$ cat config.mk
export PLATFORM = sky130hd
export DESIGN_NAME = length_prefixed_frame_transmitter_flat
export DESIGN_NICKNAME = d
export VERILOG_FILES = /design/src/hw/rtl/ltx_pkg.sv /design/src/hw/rtl/ltx_ifs.sv /design/src/hw/rtl/ltx_front.sv /design/src/hw/rtl/ltx_queue.sv /design/src/hw/rtl/ltx_back.sv /design/src/hw/rtl/length_prefixed_frame_transmitter.sv /design/src/flat_wrapper.sv
export SDC_FILE = /design/constraint.sdc
export NUM_CORES = 1
export LEC_CHECK = 0
export BUFFER_PORTS_ARGS = -buffer_cell sky130_fd_sc_hd__clkbuf_2
export CAP_MARGIN = 10
export CORE_ASPECT_RATIO = 1.1
export CORE_MARGIN = 5
export CORE_UTILIZATION = 45
export DETAILED_ROUTE_END_ITERATION = 16
export PLACE_DENSITY = 0.67
export SLEW_MARGIN = 20
export SYNTH_ARGS = -nofsm -noshare
export SYNTH_HDL_FRONTEND = slang
export SYNTH_SLANG_ARGS = --single-unit
$ cat constraint.sdc
create_clock -name clk -period 9.4 [get_ports clk]
set_input_delay 0 -clock clk [delete_from_list [all_inputs] [get_ports clk]]
set_output_delay 0 -clock clk [all_outputs]
set_load 0.02 [all_outputs]
$ cat src/hw/rtl/ltx_pkg.sv
// Shared types and constants of the length-prefixed frame transmitter.
package ltx_pkg;

	localparam int LENGTH_BITS = 16;
	localparam int QDEPTH      = 4;
	localparam int QPTR_W      = $clog2(QDEPTH);
	localparam int QCNT_W      = $clog2(QDEPTH + 1);

	localparam logic [7:0] ID_RESET = 8'h23;

	typedef logic [LENGTH_BITS-1:0] len_t;

	typedef enum logic [1:0] {
		CMD_ERR,
		CMD_FIRST,
		CMD_MORE
	} cmd_kind_t;

	typedef logic [2:0] step_t;
	localparam step_t STEP_ID  = 3'd0;
	localparam step_t STEP_LO  = 3'd1;
	localparam step_t STEP_HI  = 3'd2;
	localparam step_t STEP_PB  = 3'd3;
	localparam step_t STEP_SUM = 3'd4;

	typedef struct packed {
		cmd_kind_t   kind;
		logic [7:0]  pb;
		logic [15:0] len;
		logic        last;
		logic [7:0]  sum;
	} cmd_t;

endpackage

$ cat src/hw/rtl/ltx_ifs.sv
// Channel interfaces: payload requests, transmit results and id byte writes.
interface ltx_in_if;
	logic        valid;
	logic        ready;
	logic [7:0]  payload_byte;
	logic [15:0] frame_length;
	modport source(output valid, payload_byte, frame_length, input ready);
	modport sink(input valid, payload_byte, frame_length, output ready);
endinterface

interface ltx_out_if;
	logic       valid;
	logic       ready;
	logic [7:0] out_byte;
	logic       frame_end;
	logic       length_error;
	modport source(output valid, out_byte, frame_end, length_error, input ready);
	modport sink(input valid, out_byte, frame_end, length_error, output ready);
endinterface

interface ltx_cfg_if;
	logic       valid;
	logic       ready;
	logic [7:0] data;
	modport source(output valid, data, input ready);
	modport sink(input valid, data, output ready);
endinterface

$ cat src/hw/rtl/ltx_front.sv
// Front end: frame tracking, running checksum and request classification.
module ltx_front (
	input  logic          clk,
	input  logic          arst_n,
	ltx_in_if.sink        req,
	output logic          push_valid,
	output ltx_pkg::cmd_t push_cmd,
	input  logic          push_ready
);

	logic           in_frame_q;
	ltx_pkg::len_t  cnt_q;
	ltx_pkg::len_t  len_q;
	logic [7:0]     sum_q;

	ltx_pkg::len_t  new_len;
	ltx_pkg::len_t  cnt_nx;
	logic [7:0]     sum_nx;
	logic           accept;

	assign req.ready  = push_ready;
	assign push_valid = req.valid;
	assign accept     = req.valid && push_ready;
	assign new_len    = req.frame_length[ltx_pkg::LENGTH_BITS-1:0];
	assign cnt_nx     = cnt_q + ltx_pkg::len_t'(1);
	assign sum_nx     = sum_q + req.payload_byte;

	always_comb begin
		push_cmd.pb  = req.payload_byte;
		push_cmd.len = 16'(new_len);
		if (!in_frame_q) begin
			push_cmd.kind = (new_len == '0) ? ltx_pkg::CMD_ERR : ltx_pkg::CMD_FIRST;
			push_cmd.last = (new_len == ltx_pkg::len_t'(1));
			push_cmd.sum  = req.payload_byte;
		end else begin
			push_cmd.kind = ltx_pkg::CMD_MORE;
			push_cmd.last = (cnt_nx == len_q);
			push_cmd.sum  = sum_nx;
		end
	end

	always_ff @(posedge clk or negedge arst_n) begin
		if (!arst_n) begin
			in_frame_q <= 1'b0;
			cnt_q      <= '0;
			len_q      <= '0;
			sum_q      <= '0;
		end else if (accept) begin
			if (push_cmd.kind == ltx_pkg::CMD_ERR || push_cmd.last) begin
				in_frame_q <= 1'b0;
				cnt_q      <= '0;
				len_q      <= '0;
				sum_q      <= '0;
			end else if (!in_frame_q) begin
				in_frame_q <= 1'b1;
				cnt_q      <= ltx_pkg::len_t'(1);
				len_q      <= new_len;
				sum_q      <= req.payload_byte;
			end else begin
				cnt_q <= cnt_nx;
				sum_q <= sum_nx;
			end
		end
	end

	a_cnt_below_len: assert property (@(posedge clk) disable iff (!arst_n)
		in_frame_q |-> (cnt_q < len_q))
		else $error("front byte count reached frame length inside a frame");

endmodule

$ cat src/hw/rtl/ltx_queue.sv
// Short command queue between front end and back end.
module ltx_queue (
	input  logic          clk,
	input  logic          arst_n,
	input  logic          push_valid,
	input  ltx_pkg::cmd_t push_cmd,
	output logic          push_ready,
	output logic          head_valid,
	output ltx_pkg::cmd_t head_cmd,
	input  logic          pop
);

	ltx_pkg::cmd_t                mem_q [ltx_pkg::QDEPTH];
	logic [ltx_pkg::QPTR_W-1:0]   wr_q;
	logic [ltx_pkg::QPTR_W-1:0]   rd_q;
	logic [ltx_pkg::QCNT_W-1:0]   cnt_q;
	logic                         do_push;
	logic                         do_pop;

	assign push_ready = (cnt_q != ltx_pkg::QCNT_W'(ltx_pkg::QDEPTH));
	assign head_valid = (cnt_q != '0);
	assign head_cmd   = mem_q[rd_q];
	assign do_push    = push_valid && push_ready;
	assign do_pop     = pop && head_valid;

	always_ff @(posedge clk) begin
		if (do_push) begin
			mem_q[wr_q] <= push_cmd;
		end
	end

	always_ff @(posedge clk or negedge arst_n) begin
		if (!arst_n) begin
			wr_q  <= '0;
			rd_q  <= '0;
			cnt_q <= '0;
		end else begin
			if (do_push) begin
				wr_q <= wr_q + ltx_pkg::QPTR_W'(1);
			end
			if (do_pop) begin
				rd_q <= rd_q + ltx_pkg::QPTR_W'(1);
			end
			case ({do_push, do_pop})
				2'b10:   cnt_q <= cnt_q + ltx_pkg::QCNT_W'(1);
				2'b01:   cnt_q <= cnt_q - ltx_pkg::QCNT_W'(1);
				default: cnt_q <= cnt_q;
			endcase
		end
	end

	a_no_overrun: assert property (@(posedge clk) disable iff (!arst_n)
		cnt_q <= ltx_pkg::QCNT_W'(ltx_pkg::QDEPTH))
		else $error("command queue count beyond depth");

	a_pop_only_head: assert property (@(posedge clk) disable iff (!arst_n)
		pop |-> head_valid)
		else $error("pop from empty command queue");

endmodule

$ cat src/hw/rtl/ltx_back.sv
// Back end: expands each command into header, payload and checksum bytes, or into a single length-error result.
module ltx_back (
	input  logic          clk,
	input  logic          arst_n,
	input  logic [7:0]    id_byte,
	input  logic          head_valid,
	input  ltx_pkg::cmd_t head_cmd,
	output logic          pop,
	ltx_out_if.source     tx
);

	ltx_pkg::step_t step_q;
	ltx_pkg::step_t eff_step;
	logic           ov_q;
	logic [7:0]     ob_q;
	logic           fe_q;
	logic           le_q;
	logic           load;
	logic           done;
	logic [7:0]     nb;
	logic           nfe;
	logic           nle;

	assign tx.valid        = ov_q;
	assign tx.out_byte     = ob_q;
	assign tx.frame_end    = fe_q;
	assign tx.length_error = le_q;

	assign load = head_valid && (!ov_q || tx.ready);
	assign pop  = load && done;

	always_comb begin
		eff_step = step_q;
		if (head_cmd.kind == ltx_pkg::CMD_MORE && step_q == ltx_pkg::STEP_ID) begin
			eff_step = ltx_pkg::STEP_PB;
		end
		nb   = 8'h00;
		nfe  = 1'b0;
		nle  = 1'b0;
		done = 1'b0;
		if (head_cmd.kind == ltx_pkg::CMD_ERR) begin
			nle  = 1'b1;
			done = 1'b1;
		end else begin
			case (eff_step)
				ltx_pkg::STEP_ID: nb = id_byte;
				ltx_pkg::STEP_LO: nb = head_cmd.len[7:0];
				ltx_pkg::STEP_HI: nb = head_cmd.len[15:8];
				ltx_pkg::STEP_PB: begin
					nb   = head_cmd.pb;
					done = !head_cmd.last;
				end
				ltx_pkg::STEP_SUM: begin
					nb   = head_cmd.sum;
					nfe  = 1'b1;
					done = 1'b1;
				end
				default: done = 1'b1;
			endcase
		end
	end

	always_ff @(posedge clk or negedge arst_n) begin
		if (!arst_n) begin
			ov_q   <= 1'b0;
			step_q <= ltx_pkg::STEP_ID;
		end else begin
			if (load) begin
				ov_q   <= 1'b1;
				step_q <= done ? ltx_pkg::STEP_ID : eff_step + 3'd1;
			end else if (tx.ready) begin
				ov_q <= 1'b0;
			end
		end
	end

	always_ff @(posedge clk) begin
		if (load) begin
			ob_q <= nb;
			fe_q <= nfe;
			le_q <= nle;
		end
	end

	a_mid_cmd_head: assert property (@(posedge clk) disable iff (!arst_n)
		(step_q != ltx_pkg::STEP_ID) |-> head_valid)
		else $error("back end mid-command without a queued command");

	a_flags_exclusive: assert property (@(posedge clk) disable iff (!arst_n)
		ov_q |-> !(fe_q && le_q))
		else $error("frame end and length error on the same result");

	a_step_range: assert property (@(posedge clk) disable iff (!arst_n)
		step_q <= ltx_pkg::STEP_SUM)
		else $error("back end step out of range");

endmodule

$ cat src/hw/rtl/length_prefixed_frame_transmitter.sv
// Top level of the length-prefixed frame transmitter with additive checksum.
//
// Channels: "payload" takes one payload byte per request; frame_length is
// sampled only on the first request of a frame. "tx" delivers bytes in the
// order id, length low, length high, payload..., checksum (frame_end set).
// A first request with length zero yields one result with length_error set.
// "cfg" writes the id byte and is always ready; the user must write it only
// while idle, which the block does not enforce. A request passes through the
// command queue and the output register before its first byte is on tx.
// Throughput: one payload request per cycle inside a frame while the queue
// has room; the first request of a frame yields 4 bytes (5 when it is also
// the last) and the last one 2, which the 4-entry command queue absorbs.
// The output register issues one byte per cycle while tx is ready.
// Reset clears frame state, the queue and the output register and sets the
// id byte to 0x23. When tx stalls, the queue fills and payload.ready drops
// once it holds 4 commands; nothing is lost.
module length_prefixed_frame_transmitter (
	input  logic       clk,
	input  logic       arst_n,
	ltx_in_if.sink     payload,
	ltx_out_if.source  tx,
	ltx_cfg_if.sink    cfg
);

	logic [7:0]    id_q;
	logic          push_valid;
	logic          push_ready;
	ltx_pkg::cmd_t push_cmd;
	logic          head_valid;
	ltx_pkg::cmd_t head_cmd;
	logic          pop;

	assign cfg.ready = 1'b1;

	always_ff @(posedge clk or negedge arst_n) begin
		if (!arst_n) begin
			id_q <= ltx_pkg::ID_RESET;
		end else if (cfg.valid) begin
			id_q <= cfg.data;
		end
	end

	ltx_front u_front (
		.clk        (clk),
		.arst_n     (arst_n),
		.req        (payload),
		.push_valid (push_valid),
		.push_cmd   (push_cmd),
		.push_ready (push_ready)
	);

	ltx_queue u_queue (
		.clk        (clk),
		.arst_n     (arst_n),
		.push_valid (push_valid),
		.push_cmd   (push_cmd),
		.push_ready (push_ready),
		.head_valid (head_valid),
		.head_cmd   (head_cmd),
		.pop        (pop)
	);

	ltx_back u_back (
		.clk        (clk),
		.arst_n     (arst_n),
		.id_byte    (id_q),
		.head_valid (head_valid),
		.head_cmd   (head_cmd),
		.pop        (pop),
		.tx         (tx)
	);

endmodule

$ cat src/flat_wrapper.sv
// flat-port wrapper written by rule: the top's interface ports become plain ports
module length_prefixed_frame_transmitter_flat 
  (clk, arst_n, payload_valid, payload_payload_byte, payload_frame_length, payload_ready, tx_valid, tx_out_byte, tx_frame_end, tx_length_error, tx_ready, cfg_valid, cfg_data, cfg_ready);
  ltx_in_if payload_i ();
  ltx_out_if tx_i ();
  ltx_cfg_if cfg_i ();
  input  logic clk;
  input  logic arst_n;
  input wire logic [$bits(payload_i.valid)-1:0] payload_valid;
  input wire logic [$bits(payload_i.payload_byte)-1:0] payload_payload_byte;
  input wire logic [$bits(payload_i.frame_length)-1:0] payload_frame_length;
  output wire logic [$bits(payload_i.ready)-1:0] payload_ready;
  output wire logic [$bits(tx_i.valid)-1:0] tx_valid;
  output wire logic [$bits(tx_i.out_byte)-1:0] tx_out_byte;
  output wire logic [$bits(tx_i.frame_end)-1:0] tx_frame_end;
  output wire logic [$bits(tx_i.length_error)-1:0] tx_length_error;
  input wire logic [$bits(tx_i.ready)-1:0] tx_ready;
  input wire logic [$bits(cfg_i.valid)-1:0] cfg_valid;
  input wire logic [$bits(cfg_i.data)-1:0] cfg_data;
  output wire logic [$bits(cfg_i.ready)-1:0] cfg_ready;
  assign payload_i.valid = payload_valid;
  assign payload_i.payload_byte = payload_payload_byte;
  assign payload_i.frame_length = payload_frame_length;
  assign payload_ready = payload_i.ready;
  assign tx_valid = tx_i.valid;
  assign tx_out_byte = tx_i.out_byte;
  assign tx_frame_end = tx_i.frame_end;
  assign tx_length_error = tx_i.length_error;
  assign tx_i.ready = tx_ready;
  assign cfg_i.valid = cfg_valid;
  assign cfg_i.data = cfg_data;
  assign cfg_ready = cfg_i.ready;
  length_prefixed_frame_transmitter u_core (.clk(clk), .arst_n(arst_n), .payload(payload_i), .tx(tx_i), .cfg(cfg_i));
endmodule
==> metrics.yaml <==
status:
  status: "finished, final reports clean"
sta:
  setup_slack_ps: 5104
  setup_tns_ps: 0
  rsz0062_at_grt: "false"
  max_slew_margin_pct: 33.12
  clock_skew_ps: 9.897
  setup_violations: 0
  fmax_mhz: 232.8
  worstMarginPinSlew_ps: 1001
  fin_crit_sh_pct: 45.70
  final_hold_viol_count: 0
  min_period_ps: 4296
  drv_slew: 0
synthesis:
  synth_area_per_cell_um2: 15.62
  synth_area_leaders: "edfxtp_1 48%, dfrtp_1 15%, mux4_2 8.5%, a22o_1 2.7%, mux2_2 2.5%"
  synth.top_cell.area_share_pct: 48.46
  synth_top_family_by_area: "multiplexers"
  synth-adder-area-share_pct: 2.719
  yosys.cell_count.top_type: "edfxtp_1"
  synth_cell_type_count: 63
  synth_area_mm2: 0.009295
  netlist_top_cells_count: "150 x edfxtp_1, 57 x dfrtp_1, 35 x mux4_2"
  synth_edf_count: 150
  ys_seq_area_share_pct: 64.65
  syn_inst: 595
  synth_mux_area_share_pct: 11.24
  synth-main-ff-cell: "edfxtp_1"
  yosys_warnings: 0
  synthSimpleGateAreaFrac_pct: 7.027
  synth-compound-area-share_pct: 9.032
  async_reset_ff_share_pct: 28.57
  synth_nets: 651
  synth_seq_cells: 210
  synth_top_area_cell: "edfxtp_1"
  synthXorXnorAreaFrac_pct: 3.015
final_layout:
  final_cells: 958
  drive_above_1_share_pct: 23.36
  antenna_cells: 0
  syn2layout_area_growth_pct: 17.28
  final_util_pct: 53.34
  nets: 742
clock_tree:
  clkSinkCount: 210
  cts_buffer_depth: 3
  root_buffer: "clkbuf_16"
  h-tree-depth: 1
  cts_buffers: 22
  clk_pin_slew_ps: 60
  cts_tree: "done"
  postCtsSetupBuffers: 0
  cts_resized: 0
  clock_latency_ps: 500
worst_setup_path:
  path_max_fanout: 22
  r2r-end: "u_core.u_queue.cnt_q[2]"
  rr_startpoint: "u_core.u_queue.rd_q[0]"
  reg2reg_slack_ps: 5100
  critical_path_required_ps: 9820
  critPathArrivalTime_ps: 4710
  start_kind: "flop"
  critPathKind: "flop to flop"
  end_kind: "flop"
  reg2reg_depth: 14
grt:
  grt_usage_pct: 17.14
  grt_pass1_vias: 5880
  grt-ovfl-total: 0
  antenna_found_initial: 0
  grt_max_degree: 61
  grt_pass1_wl_um: 32380
power:
  p_leak_uw: 0.004055
  peakVddDrop_uv: 138.9
  swShare_pct: 32.81
  p_clk_share_pct: 25.1
  p_int_uw: 2283
  seq_power_share_pct: 43.0
  pwr_density_cell_mw_per_mm2: 311.7
  finalPower_uw: 3398
  pwr-share-comb_pct: 31.9
  power.switching_uw: 1115
drt:
  wl_per_cell_um: 20.90
  antenna_left: 0
  vias: 5531
  drtIter0Drc: 446
  dr.pass1.iters: 5
  vias_per_cell: 5.773
  drc: 0
  finalWirelength_um: 20020
job:
  drv_cap: 0
floorplan:
  die_height_um: 160.7
  fp.dieArea_mm2: 0.02363
  fp.dieW_um: 147.0
  start_util_pct: 45.48
  num_io_pins: 50
  fp-row-count: 55
  core_mm2: 0.02044
min_path:
  hold_path.class: "input port to async pin"
placement:
  gp_congestion: 0.9243
  post-dp-hpwl_um: 13060
  post-place-ws_ps: 5055
  dp.cells: 876
  portBuffers: 48
-- area by class of cell --
| class | instances | area (µm²) |
|---|---|---|
| multi-input cells | 339 | 3074 |
| well taps | 256 | 320.3 |
| repair buffers | 97 | 713.2 |
| fillers | 1585 | 9537 |
| clock inverters | 12 | 108.9 |
| inverters | 16 | 60.06 |
| clock buffers | 28 | 614.3 |
| flip-flops and latches | 210 | 6011 |
-- state kept, by name (all words and copies together), names as in the netlist, 2 cells and up --
| register | count |
|---|---|
| u_core.u_front.sum_q | 8 |
| u_core.u_queue.rd_q | 2 |
| u_core.u_front.cnt_q | 16 |
| u_core.u_queue.wr_q | 2 |
| u_core.id_q | 8 |
| u_core.u_queue.cnt_q | 3 |
| u_core.u_front.len_q | 16 |
| u_core.u_queue.mem_q | 140 |
| u_core.u_back.tx.out_byte | 8 |
| u_core.u_back.step_q | 3 |
-- layer usage --
metal,GRT usage [%],share of wire (%)
met5,0,0
met4,4.322,1.9
met3,2.681,5.0
met2,29.95,51
met1,22.57,42
-- critical path: stages, from the launching register on --
cell       delay [ps]
dfrtp_2           680
buf_4             490
mux4_2            580
nand4bb_1         240
o21ai_0           110
ha_1              400
nor2b_1           190
nor3_1             90
nor2_1            300
ha_1              240
inv_1              70
fa_1              380
xor2_1            150
nor2_1            110
xor2_1            160
-- cells in the final DEF, fill, tap and decap left out, types with 9 or more instances in the layout --
master         count
a21o_1            10
a21oi_1           10
a22o_1            29
a32o_1             9
and3_1            10
clkbuf_16         23
clkbuf_2          48
dfrtp_1           56
dlygate4sd3_1     42
edfxtp_1         150
ha_1              17
inv_1             15
mux2_2            21
mux4_2            35
nand2_1           34
nor2_1            20
nor2b_1            9
nor3_1            10
o21ai_0           13
xnor2_1           24
-- power groups by stage --
stage	Clock, µW	Sequential, µW	Combinational [µW]
final	852	1460	1080
after CTS	870	1460	1100
after floorplan	0	1420	818
after detailed placement	0	1480	1080
after global routing	909	1490	1190
after global placement	0	1470	1040
-- stage by stage --
step           hold slack (ps)  instance area [µm²]
5_1_grt                  256.5                10900
3_5_place_dp             236.3                 9758
2_1_floorplan           -295.6                 9295
4_1_cts                  215.4                10900
6_report                 222.8                10900
3_3_place_gp             226.2                 9758
-- repair_timing --
item	4_1_cts	5_1_grt
hold endpoints to repair	186	0
setup endpoints to repair	0	0
hold buffers	42	0
-- worst max-delay path by stage --
| stage | start | end | slack, ps |
|---|---|---|---|
| floorplan | u_core.u_queue.rd_q[0] | u_core.u_queue.cnt_q[2] | 6070 |
| global placement | u_core.u_queue.rd_q[0] | u_core.u_queue.cnt_q[2] | 5210 |
| detailed placement | u_core.u_queue.rd_q[0] | u_core.u_queue.cnt_q[2] | 5050 |
| CTS | u_core.u_queue.rd_q[0] | u_core.u_queue.cnt_q[2] | 5040 |
| global route | u_core.u_queue.rd_q[0] | u_core.u_queue.cnt_q[2] | 4730 |
| finish | u_core.u_queue.rd_q[0] | u_core.u_queue.cnt_q[2] | 5100 |
-- cells by family (layout without fill, tap and decap cells) --
group	Yosys count	count (layout)
mux	58	58
flops	210	210
fa+ha+maj	19	19
other cells	1	1
simple gates	118	118
buf+inv	46	153
xor+xnor	32	32
compound gates	111	111
No activity file was read; power rests on OpenSTA's default activity.
